--- src/sv/beep_pattern_sequencer_macros.svh ---
// ----------------------------------------------------------------------------
// Beep pattern sequencer assertion macros
// Shared assertion wrappers; they expect clk and rst_n in scope.
// ----------------------------------------------------------------------------
`ifndef BEEP_PATTERN_SEQUENCER_MACROS_SVH
`define BEEP_PATTERN_SEQUENCER_MACROS_SVH

// Consequent must hold in the same cycle as the antecedent.
`define BPS_ASSERT_SAME(label, ante, cons, msg) \
  label: assert property (@(posedge clk) disable iff (!rst_n) (ante) |-> (cons)) \
    else $error(msg);

// Consequent must hold in the cycle after the antecedent.
`define BPS_ASSERT_NEXT(label, ante, cons, msg) \
  label: assert property (@(posedge clk) disable iff (!rst_n) (ante) |=> (cons)) \
    else $error(msg);

`endif

--- src/sv/bps_pkg.sv ---
// ----------------------------------------------------------------------------
// Beep pattern sequencer package
// Field widths, register indexes, pattern tables and shared types.
// ----------------------------------------------------------------------------
`default_nettype none

package bps_pkg;

  localparam int unsigned EV_W        = 5;
  localparam int unsigned HZ_W        = 12;
  localparam int unsigned MS_W        = 9;
  localparam int unsigned SEG_W       = 3;
  localparam int unsigned CFG_IDX_W   = 2;
  localparam int unsigned CFG_DATA_W  = 12;

  localparam int unsigned NUM_EVENTS       = 17;
  localparam int unsigned SEG_SLOTS        = 5;
  localparam int unsigned MAX_SEGMENTS_DEF = 5;

  localparam logic [HZ_W-1:0] OK_TONE_RESET = 12'd2700;

  localparam logic [0:0] ACT_TICK = 1'b0;
  localparam logic [0:0] ACT_POST = 1'b1;

  localparam logic [CFG_IDX_W-1:0] CFG_ENABLED = 2'd0;
  localparam logic [CFG_IDX_W-1:0] CFG_OK_TONE = 2'd1;

  typedef struct packed {
    logic            action;
    logic [EV_W-1:0] event_code;
  } step_t;

  typedef struct packed {
    logic            enabled;
    logic [HZ_W-1:0] ok_tone_hz;
  } cfg_t;

  typedef struct packed {
    logic            tone_on;
    logic [HZ_W-1:0] tone_freq_hz;
    logic            busy_res;
    logic            pattern_done;
  } res_t;

  localparam logic [SEG_W-1:0] SEG_COUNT [NUM_EVENTS] = '{
    3'd1, 3'd3, 3'd1, 3'd1, 3'd3, 3'd5, 3'd3, 3'd3, 3'd1,
    3'd3, 3'd1, 3'd1, 3'd5, 3'd3, 3'd5, 3'd3, 3'd1
  };

  // Tone frequencies for segments 0, 2 and 4; the ok event uses its register.
  localparam logic [HZ_W-1:0] TONE_HZ [NUM_EVENTS][3] = '{
    '{12'd0,    12'd0,    12'd0},    '{12'd2200, 12'd2200, 12'd0},
    '{12'd3200, 12'd0,    12'd0},    '{12'd1800, 12'd0,    12'd0},
    '{12'd3000, 12'd2200, 12'd0},    '{12'd2000, 12'd2600, 12'd3200},
    '{12'd2400, 12'd3000, 12'd0},    '{12'd3200, 12'd3600, 12'd0},
    '{12'd2000, 12'd0,    12'd0},    '{12'd3200, 12'd3200, 12'd0},
    '{12'd2500, 12'd0,    12'd0},    '{12'd2600, 12'd0,    12'd0},
    '{12'd2400, 12'd2800, 12'd3200}, '{12'd2000, 12'd2000, 12'd0},
    '{12'd1600, 12'd1600, 12'd1600}, '{12'd2800, 12'd3400, 12'd0},
    '{12'd1800, 12'd0,    12'd0}
  };

  localparam logic [MS_W-1:0] SEG_MS [NUM_EVENTS][SEG_SLOTS] = '{
    '{9'd120, 9'd0,  9'd0,   9'd0,  9'd0},   '{9'd80,  9'd60, 9'd80,  9'd0,  9'd0},
    '{9'd70,  9'd0,  9'd0,   9'd0,  9'd0},   '{9'd60,  9'd0,  9'd0,   9'd0,  9'd0},
    '{9'd55,  9'd45, 9'd75,  9'd0,  9'd0},   '{9'd45,  9'd35, 9'd45,  9'd35, 9'd70},
    '{9'd45,  9'd30, 9'd55,  9'd0,  9'd0},   '{9'd30,  9'd20, 9'd35,  9'd0,  9'd0},
    '{9'd30,  9'd0,  9'd0,   9'd0,  9'd0},   '{9'd40,  9'd35, 9'd40,  9'd0,  9'd0},
    '{9'd35,  9'd0,  9'd0,   9'd0,  9'd0},   '{9'd90,  9'd0,  9'd0,   9'd0,  9'd0},
    '{9'd55,  9'd40, 9'd55,  9'd40, 9'd80},  '{9'd55,  9'd50, 9'd55,  9'd0,  9'd0},
    '{9'd180, 9'd70, 9'd180, 9'd70, 9'd260}, '{9'd50,  9'd40, 9'd60,  9'd0,  9'd0},
    '{9'd130, 9'd0,  9'd0,   9'd0,  9'd0}
  };

  // Codes beyond the table fall back to the ok event.
  function automatic logic [EV_W-1:0] safe_event(input logic [EV_W-1:0] ev);
    return (ev < EV_W'(NUM_EVENTS)) ? ev : '0;
  endfunction

  function automatic logic [SEG_W-1:0] seg_count_f(input logic [EV_W-1:0] ev);
    return SEG_COUNT[safe_event(ev)];
  endfunction

  function automatic logic [MS_W-1:0] seg_ms_f(input logic [EV_W-1:0]  ev,
                                               input logic [SEG_W-1:0] seg);
    logic [MS_W-1:0] ms;
    ms = '0;
    if (seg < SEG_W'(SEG_SLOTS)) begin
      ms = SEG_MS[safe_event(ev)][seg];
    end
    return ms;
  endfunction

  function automatic logic [HZ_W-1:0] tone_hz_f(input logic [EV_W-1:0] ev,
                                                input logic [1:0]      tone_idx);
    logic [HZ_W-1:0] hz;
    hz = '0;
    if (tone_idx != 2'd3) begin
      hz = TONE_HZ[safe_event(ev)][tone_idx];
    end
    return hz;
  endfunction

endpackage

`default_nettype wire

--- src/sv/bps_ifs.sv ---
// ----------------------------------------------------------------------------
// Beep pattern sequencer channel interfaces
// Valid/ready channels for input items, results and register writes.
// ----------------------------------------------------------------------------
`default_nettype none

interface bps_in_if;
  logic                     valid;
  logic                     ready;
  logic                     action;
  logic [bps_pkg::EV_W-1:0] event_code;

  modport source (output valid, action, event_code, input ready);
  modport sink   (input valid, action, event_code, output ready);
endinterface

interface bps_out_if;
  logic                     valid;
  logic                     ready;
  logic                     tone_on;
  logic [bps_pkg::HZ_W-1:0] tone_freq_hz;
  logic                     busy_res;
  logic                     pattern_done;

  modport source (output valid, tone_on, tone_freq_hz, busy_res, pattern_done,
                  input ready);
  modport sink   (input valid, tone_on, tone_freq_hz, busy_res, pattern_done,
                  output ready);
endinterface

interface bps_cfg_if;
  logic                           valid;
  logic                           ready;
  logic [bps_pkg::CFG_IDX_W-1:0]  index;
  logic [bps_pkg::CFG_DATA_W-1:0] data;

  modport source (output valid, index, data, input ready);
  modport sink   (input valid, index, data, output ready);
endinterface

`default_nettype wire

--- src/sv/bps_core.sv ---
// ----------------------------------------------------------------------------
// Beep pattern sequencer core
// Mailbox, segment counter and tone lookup, advanced once per transaction.
// ----------------------------------------------------------------------------
`default_nettype none

`include "beep_pattern_sequencer_macros.svh"

module bps_core #(
  parameter int unsigned MaxSegments = bps_pkg::MAX_SEGMENTS_DEF
) (
  input  logic           clk,
  input  logic           rst_n,
  input  logic           step_en,
  input  bps_pkg::step_t step,
  input  bps_pkg::cfg_t  cfg,
  output bps_pkg::res_t  res
);
  import bps_pkg::*;

  localparam logic [SEG_W:0] MAX_SEG_L = (SEG_W+1)'(MaxSegments);

  logic             pending_valid_r, pending_valid_nxt;
  logic [EV_W-1:0]  pending_event_r, pending_event_nxt;
  logic             playing_r, playing_nxt;
  logic [EV_W-1:0]  current_event_r, current_event_nxt;
  logic [SEG_W-1:0] segment_index_r, segment_index_nxt;
  logic [MS_W-1:0]  remaining_ms_r, remaining_ms_nxt;

  logic             start;
  logic             active;
  logic [EV_W-1:0]  ev_cur;
  logic [SEG_W-1:0] seg_cur;
  logic [MS_W-1:0]  rem_cur;
  logic [SEG_W:0]   seg_next;
  logic             last_seg;

  // A tick while idle takes the pending event and plays its first millisecond.
  assign start   = (step.action == ACT_TICK) && !playing_r && pending_valid_r;
  assign active  = playing_r || start;
  assign ev_cur  = start ? pending_event_r : current_event_r;
  assign seg_cur = start ? '0 : segment_index_r;
  assign rem_cur = start ? seg_ms_f(pending_event_r, '0) : remaining_ms_r;

  assign seg_next = {1'b0, seg_cur} + (SEG_W+1)'(1);
  assign last_seg = (seg_next >= {1'b0, seg_count_f(ev_cur)}) || (seg_next >= MAX_SEG_L);

  always_comb begin
    pending_valid_nxt = pending_valid_r;
    pending_event_nxt = pending_event_r;
    playing_nxt       = playing_r;
    current_event_nxt = current_event_r;
    segment_index_nxt = segment_index_r;
    remaining_ms_nxt  = remaining_ms_r;
    if (step.action == ACT_POST) begin
      if (cfg.enabled && (step.event_code < EV_W'(NUM_EVENTS))) begin
        pending_valid_nxt = 1'b1;
        pending_event_nxt = step.event_code;
      end
    end else begin
      if (start) begin
        pending_valid_nxt = 1'b0;
        current_event_nxt = pending_event_r;
        playing_nxt       = 1'b1;
      end
      if (active) begin
        if (rem_cur > MS_W'(1)) begin
          segment_index_nxt = seg_cur;
          remaining_ms_nxt  = rem_cur - MS_W'(1);
        end else if (last_seg) begin
          playing_nxt       = 1'b0;
          segment_index_nxt = '0;
          remaining_ms_nxt  = '0;
        end else begin
          segment_index_nxt = seg_next[SEG_W-1:0];
          remaining_ms_nxt  = seg_ms_f(ev_cur, seg_next[SEG_W-1:0]);
        end
      end
    end
  end

  // Even segments are tones, odd segments are gaps.
  always_comb begin
    res = '0;
    res.busy_res = active;
    if (active && cfg.enabled && (seg_cur < SEG_W'(SEG_SLOTS)) && !seg_cur[0]) begin
      res.tone_on      = 1'b1;
      res.tone_freq_hz = (safe_event(ev_cur) == '0) ? cfg.ok_tone_hz
                                                    : tone_hz_f(ev_cur, seg_cur[2:1]);
    end
    res.pattern_done = (step.action == ACT_TICK) && active && (rem_cur <= MS_W'(1))
                       && last_seg;
  end

  always_ff @(posedge clk) begin
    if (!rst_n) begin
      pending_valid_r <= 1'b0;
      pending_event_r <= '0;
      playing_r       <= 1'b0;
      current_event_r <= '0;
      segment_index_r <= '0;
      remaining_ms_r  <= '0;
    end else if (step_en) begin
      pending_valid_r <= pending_valid_nxt;
      pending_event_r <= pending_event_nxt;
      playing_r       <= playing_nxt;
      current_event_r <= current_event_nxt;
      segment_index_r <= segment_index_nxt;
      remaining_ms_r  <= remaining_ms_nxt;
    end
  end

  `BPS_ASSERT_SAME(a_idle_cleared, !playing_r, (segment_index_r == '0) && (remaining_ms_r == '0), "idle sequencer holds a stale segment")
  `BPS_ASSERT_SAME(a_seg_bound, playing_r, segment_index_r < MaxSegments, "segment index beyond the segment limit")
  `BPS_ASSERT_NEXT(a_drop_post, step_en && (step.action == ACT_POST) && !cfg.enabled, (pending_valid_r == $past(pending_valid_r)) && (pending_event_r == $past(pending_event_r)), "post changed the mailbox while disabled")
  `BPS_ASSERT_SAME(a_done_ends, res.pattern_done, res.busy_res && !playing_nxt, "pattern end reported while still playing")

endmodule

`default_nettype wire

--- src/sv/beep_pattern_sequencer.sv ---
// Latency: a result is valid in the cycle after its input transaction is accepted.
// Throughput: one item per cycle unless out_ch stalls; the output register frees itself in
// the cycle it is taken. The segment counter and pattern table lookup are combinational.
// Reset (synchronous, rst_n low) clears the mailbox and playback state, disables the
// block and sets the ok tone to 2700 Hz; no clearing pass follows.
// ----------------------------------------------------------------------------
// Beep pattern sequencer
// Plays millisecond-stepped buzzer patterns for posted events.
// ----------------------------------------------------------------------------
`default_nettype none

`include "beep_pattern_sequencer_macros.svh"

module beep_pattern_sequencer #(
  parameter int unsigned MAX_SEGMENTS = bps_pkg::MAX_SEGMENTS_DEF
) (
  input  logic      clk,
  input  logic      rst_n,
  bps_in_if.sink    in_ch,
  bps_out_if.source out_ch,
  bps_cfg_if.sink   cfg_ch
);
  import bps_pkg::*;

  logic   in_acc;
  logic   cfg_acc;
  step_t  step;
  cfg_t   cfg_r;
  res_t   res;
  res_t   res_r;
  logic   out_valid_r, out_valid_nxt;

  assign in_ch.ready  = !out_valid_r || out_ch.ready;
  assign in_acc       = in_ch.valid && in_ch.ready;
  assign cfg_ch.ready = 1'b1;
  assign cfg_acc      = cfg_ch.valid && cfg_ch.ready;

  assign step.action     = in_ch.action;
  assign step.event_code = in_ch.event_code;

  bps_core #(
    .MaxSegments (MAX_SEGMENTS)
  ) u_core (
    .clk     (clk),
    .rst_n   (rst_n),
    .step_en (in_acc),
    .step    (step),
    .cfg     (cfg_r),
    .res     (res)
  );

  always_ff @(posedge clk) begin
    if (!rst_n) begin
      cfg_r.enabled    <= 1'b0;
      cfg_r.ok_tone_hz <= OK_TONE_RESET;
    end else if (cfg_acc) begin
      case (cfg_ch.index)
        CFG_ENABLED: cfg_r.enabled    <= cfg_ch.data[0];
        CFG_OK_TONE: cfg_r.ok_tone_hz <= cfg_ch.data[HZ_W-1:0];
        default:     ;
      endcase
    end
  end

  assign out_valid_nxt = in_acc || (out_valid_r && !out_ch.ready);

  always_ff @(posedge clk) begin
    if (!rst_n) begin
      out_valid_r <= 1'b0;
    end else begin
      out_valid_r <= out_valid_nxt;
    end
  end

  always_ff @(posedge clk) begin
    if (in_acc) begin
      res_r <= res;
    end
  end

  assign out_ch.valid        = out_valid_r;
  assign out_ch.tone_on      = res_r.tone_on;
  assign out_ch.tone_freq_hz = res_r.tone_freq_hz;
  assign out_ch.busy_res     = res_r.busy_res;
  assign out_ch.pattern_done = res_r.pattern_done;

  `BPS_ASSERT_NEXT(a_accept_loads, in_acc, out_valid_r, "accepted item produced no result")
  `BPS_ASSERT_SAME(a_no_overrun, out_valid_r && !out_ch.ready, !in_acc, "input taken while the result is stalled")
  `BPS_ASSERT_NEXT(a_hold_stalled, out_valid_r && !out_ch.ready, out_valid_r && $stable(res_r), "stalled result changed")

endmodule

`default_nettype wire

--- src/flat_wrapper.sv ---
// flat-port wrapper written by rule: the top's interface ports become plain ports
module beep_pattern_sequencer_flat import bps_pkg::*;
#(
  parameter int unsigned MAX_SEGMENTS = bps_pkg::MAX_SEGMENTS_DEF
)
  (clk, rst_n, in_ch_valid, in_ch_action, in_ch_event_code, in_ch_ready, out_ch_valid, out_ch_tone_on, out_ch_tone_freq_hz, out_ch_busy_res, out_ch_pattern_done, out_ch_ready, cfg_ch_valid, cfg_ch_index, cfg_ch_data, cfg_ch_ready);
  bps_in_if in_ch_i ();
  bps_out_if out_ch_i ();
  bps_cfg_if cfg_ch_i ();
  input  logic clk;
  input  logic rst_n;
  input wire logic [$bits(in_ch_i.valid)-1:0] in_ch_valid;
  input wire logic [$bits(in_ch_i.action)-1:0] in_ch_action;
  input wire logic [$bits(in_ch_i.event_code)-1:0] in_ch_event_code;
  output wire logic [$bits(in_ch_i.ready)-1:0] in_ch_ready;
  output wire logic [$bits(out_ch_i.valid)-1:0] out_ch_valid;
  output wire logic [$bits(out_ch_i.tone_on)-1:0] out_ch_tone_on;
  output wire logic [$bits(out_ch_i.tone_freq_hz)-1:0] out_ch_tone_freq_hz;
  output wire logic [$bits(out_ch_i.busy_res)-1:0] out_ch_busy_res;
  output wire logic [$bits(out_ch_i.pattern_done)-1:0] out_ch_pattern_done;
  input wire logic [$bits(out_ch_i.ready)-1:0] out_ch_ready;
  input wire logic [$bits(cfg_ch_i.valid)-1:0] cfg_ch_valid;
  input wire logic [$bits(cfg_ch_i.index)-1:0] cfg_ch_index;
  input wire logic [$bits(cfg_ch_i.data)-1:0] cfg_ch_data;
  output wire logic [$bits(cfg_ch_i.ready)-1:0] cfg_ch_ready;
  assign in_ch_i.valid = in_ch_valid;
  assign in_ch_i.action = in_ch_action;
  assign in_ch_i.event_code = in_ch_event_code;
  assign in_ch_ready = in_ch_i.ready;
  assign out_ch_valid = out_ch_i.valid;
  assign out_ch_tone_on = out_ch_i.tone_on;
  assign out_ch_tone_freq_hz = out_ch_i.tone_freq_hz;
  assign out_ch_busy_res = out_ch_i.busy_res;
  assign out_ch_pattern_done = out_ch_i.pattern_done;
  assign out_ch_i.ready = out_ch_ready;
  assign cfg_ch_i.valid = cfg_ch_valid;
  assign cfg_ch_i.index = cfg_ch_index;
  assign cfg_ch_i.data = cfg_ch_data;
  assign cfg_ch_ready = cfg_ch_i.ready;
  beep_pattern_sequencer #(.MAX_SEGMENTS(MAX_SEGMENTS)) u_core (.clk(clk), .rst_n(rst_n), .in_ch(in_ch_i), .out_ch(out_ch_i), .cfg_ch(cfg_ch_i));
endmodule
--- config.mk ---
export PLATFORM = sky130hd
export DESIGN_NAME = beep_pattern_sequencer_flat
export DESIGN_NICKNAME = d
export VERILOG_FILES = /design/src/sv/bps_pkg.sv /design/src/sv/bps_ifs.sv /design/src/sv/bps_core.sv /design/src/sv/beep_pattern_sequencer.sv /design/src/flat_wrapper.sv
export VERILOG_INCLUDE_DIRS = /design/src /design/src/sv
export SDC_FILE = /design/constraint.sdc
export NUM_CORES = 1
export LEC_CHECK = 0
export ABC_AREA = 1
export BUFFER_PORTS_ARGS = -buffer_cell sky130_fd_sc_hd__buf_2
export CELL_PAD_IN_SITES_DETAIL_PLACEMENT = 0
export CELL_PAD_IN_SITES_GLOBAL_PLACEMENT = 1
export CORE_ASPECT_RATIO = 1.75
export CORE_MARGIN = 3
export CORE_UTILIZATION = 43
export DETAILED_ROUTE_END_ITERATION = 8
export GPL_TIMING_DRIVEN = 0
export MAX_ROUTING_LAYER = met4
export PLACE_DENSITY_LB_ADDON = 0.1
export REMOVE_ABC_BUFFERS = 1
export SLEW_MARGIN = 20
export SYNTH_ARGS = -nofsm -noshare
export SYNTH_HDL_FRONTEND = slang
export SYNTH_SLANG_ARGS = --single-unit
--- constraint.sdc ---
create_clock -name clk -period 4.2 [get_ports clk]
set_input_delay 0.84 -clock clk [delete_from_list [all_inputs] [get_ports clk]]
set_output_delay 0.84 -clock clk [all_outputs]
set_load 0.01 [all_outputs]
==> summary.txt <==
Timing
  – Final period demand of the worst path: 3.91 ns
  – Final Hold Vio Count: 0
  – Clock Skew: about 0.0094 ns
  – Setup Viol. Count Final: 0
  – Worst slew margin: 0.324
  – Measured slew at the worst slew-check pin: 1.01 ns
  – RSZ-0062 raised after global routing: no
  – Pins Over Slew Limit: 0
  – FMAX: ~0.26 GHz
  – Setup ws final: just under 0.3 ns
  – Fin crit share: 0.930

Die
  – Initial core utilization: 0.444
  – Area of the die: 0.0110 sq mm
  – Number of top-level pins: 43
  – Core Region: 0.00947 sq mm
  – Number of placement rows: 47
  – Die Y-Extent: 137 microns
  – Die X-Extent: about 80 microns

Clocking
  – Max clock buf depth: 2
  – Root Driver: clkbuf_16
  – Worst skew pair latency: ~0.30 ns
  – TritonCTS clock tree: done
  – Clock H-tree levels: 2
  – Clock transition at path regs: 0.07 ns
  – TritonCTS buffer count: 5
  – Clock tree sinks: 53
  – Cts hold-fix bufs: 0

Logic synthesis
  – Netlist Area Pre-Place: 0.00420 sq mm
  – Mapped Avg Cell Area: 6.59 sq um
  – Sequential fraction of the synthesis area: 0.288
  – Ranking of synthesized cells by area: dfxtp_1 18%, nand2_1 13%, edfxtp_1 11%
  – Yosys top cell by area: dfxtp_1
  – Cell count after synthesis: 638
  – Yosys Warn Count: 0
  – Top cell type's share of synthesized area: 0.181
  – Synth cell types: 47
  – FF+latch count, synth: 53

GRT
  – Number of global-route vias before repair: between 4000 and 5000
  – Largest net degree at the start of global routing: 34
  – First-pass GRT wire length: 20.6 mm
  – Initial antenna violation count: 0
  – Global Route Usage Sum: 0.250
  – GRT overflow: 0

Place
  – Post-DP Area: 0.00443 sq mm
  – Port Buf Inserts: 41
  – Placer Congestion: approximately 0.94
  – DP Worst Slack: -0.0484 ns
  – Dpl cells: 776
  – DP HPWL: 10.2 mm

Hold path
  – Min-delay worst type: reg2reg
  – HP Start: u_core.cfg_r[3]

Layout
  – Fin area: 0.00458 sq mm
  – Non-filler cells, final: 784
  – # diodes: 0
  – Layout cells sized above 1: 0.144
  – Most frequent cells in the layout: 149 x nand2_1, 66 x inv_1, 62 x a21oi_1, 58 x o21ai_0, 53 x nand3_1
  – Commonest non-fill, non-tap cell in the layout: nand2_1
  – Synthesis-to-finish area growth: 9.05%
  – Final core utilization: 0.484
  – Nets: just over 700

Worst setup path
  – Crit end category: flop
  – Worst Setup Start Kind: input port
  – Launch point of the worst path: in_ch_action
  – Reg2Reg Launch Point: u_core.u_core.playing_r
  – Worst endpoint required time: between 4 and 5 ns
  – CP arrival: around 4.0 ns
  – Crit path max fanout: 15
  – Critical path start-end classification: in2reg

Routing
  – Drc violations: 0
  – Drt via density: roughly 5.7
  – 1st-pass router iterations: 5
  – Avg WL per Cell: around 17 microns
  – Via count: 4443
  – Iter 0 DRT Violations: 357
  – DRT antenna net count: 0
  – Drt total wl: 13.3 mm

Power
  – P_leak: 2.12 nW
  – Logic pwr share: 0.227
  – Clock Power Share: 0.335
  – Seq pwr share: 0.438
  – Sw Ratio: 0.322
  – Pwr/cell area: 274 mW/mm^2
  – P_int: 0.852 mW
  – Psw: 0.404 mW
  – Maximum vdd drop: 0.232 mV

Status
  – Status: finished, final reports clean

Job
  – Max_cap viols: 0
## Yosys cell counts (all sizes together)
library cell	count
o22ai	2
o211ai	7
nand3	55
nor4	1
clkbuf	11
dfxtp	38
xnor2	1
o21ai	67
xor2	5
nand4	12
or2	2
inv	73
o21bai	2
a311oi	1
nor3	9
buf	14
conb	1
nand2	169
o31ai	3
a31oi	4
a22oi	2
clkinv	1
a32o	1
a21oi	65
o221ai	1
o2111ai	1
edfxtp	15
o41ai	1
ha	18
nor2	55
a2111oi	1
## per-layer routing
layer	GRT usage	routed length, microns	vias up
li1	-	-	2188
met1	0.269	4970	2065
met2	0.447	7180	135
met3	0.0277	438	55
met4	0.121	702	0
met5	-	0	-
## cell type report
| cell class | instances | area, sq um |
|---|---|---|
| Clock inverter | 3 | 25.0 |
| Timing Repair Buffer | 41 | 205 |
| Sequential cell | 53 | 1210 |
| Fill cell | 1032 | 4880 |
| Clock buffer | 5 | 125 |
| Inverter | 74 | 283 |
| Multi-Input combinational cell | 486 | 2580 |
| Tap cell | 122 | 153 |
## power by group through the flow
stage | Clock [mW] | Sequential, mW | Combinational (mW)
3_3_place_gp | 0 | 0.562 | 0.280
6_report | 0.421 | 0.551 | 0.285
5_1_grt | 0.449 | 0.553 | 0.317
3_5_place_dp | 0 | 0.562 | 0.280
4_1_cts | 0.431 | 0.551 | 0.282
2_1_floorplan | 0 | 0.564 | 0.183
## what timing repair did
item / CTS / global route
endpoints found under the setup margin: 0 / 5
buffers inserted: 0 / 0
resized for setup: 0 / 1
## worst max-delay path, cell delays in order
cell      delay (ns)
buf_2           0.14
nor2_4          0.15
nand2_4         0.19
nand2_1         0.42
inv_1           0.39
ha_1            0.66
clkinv_1        0.41
nand4_1         0.24
nand3_2         0.09
nand2_2         0.09
nand2_4         0.08
nand2_4         0.07
nand2_2         0.10
nor3_1          0.16
## metrics by stage
stage | power, mW | hold slack, ns | TNS, ns
finish | 1.26 | 0.462 | 0
global route | 1.32 | 0.494 | 0
CTS | 1.26 | 0.463 | 0
detailed placement | 0.843 | 0.444 | -0.0969
global placement | 0.842 | 0.441 | -0.165
floorplan | 0.747 | 0.429 | 0
## sequential cells by signal, indices dropped and copies added, names as in the netlist
signal and flops:
u_core.cfg_r 13, u_core.out_ch.busy_res 1, u_core.out_ch.pattern_done 1, u_core.out_ch.tone_freq_hz 12, u_core.out_ch.tone_on 1, u_core.out_ch.valid 1, u_core.u_core.current_event_r 5, u_core.u_core.pending_event_r 5
u_core.u_core.pending_valid_r 1, u_core.u_core.playing_r 1, u_core.u_core.remaining_ms_r 9, u_core.u_core.segment_index_r 3
## logic make-up after synthesis
| kind of cell | share of synthesized area |
|---|---|
| flops | 0.288 |
| compound gates | 0.213 |
| fa+ha+maj | 0.0536 |
| other cells | 0.000892 |
| xor+xnor | 0.0125 |
| simple gates | 0.332 |
| buf+inv | 0.100 |
## path summary, 6_finish.rpt
path | endpoint | slack [ns] | depth (start not counted)
worst min-delay path | u_core.cfg_r[3] | 0.46 | 2
worst max-delay path | u_core.out_ch.pattern_done | 0.29 | 14
worst min register to register | u_core.cfg_r[3] | 0.46 | 2
worst max register to register | u_core.out_ch.pattern_done | 0.61 | 13
Power figures use the tool's default switching activity.
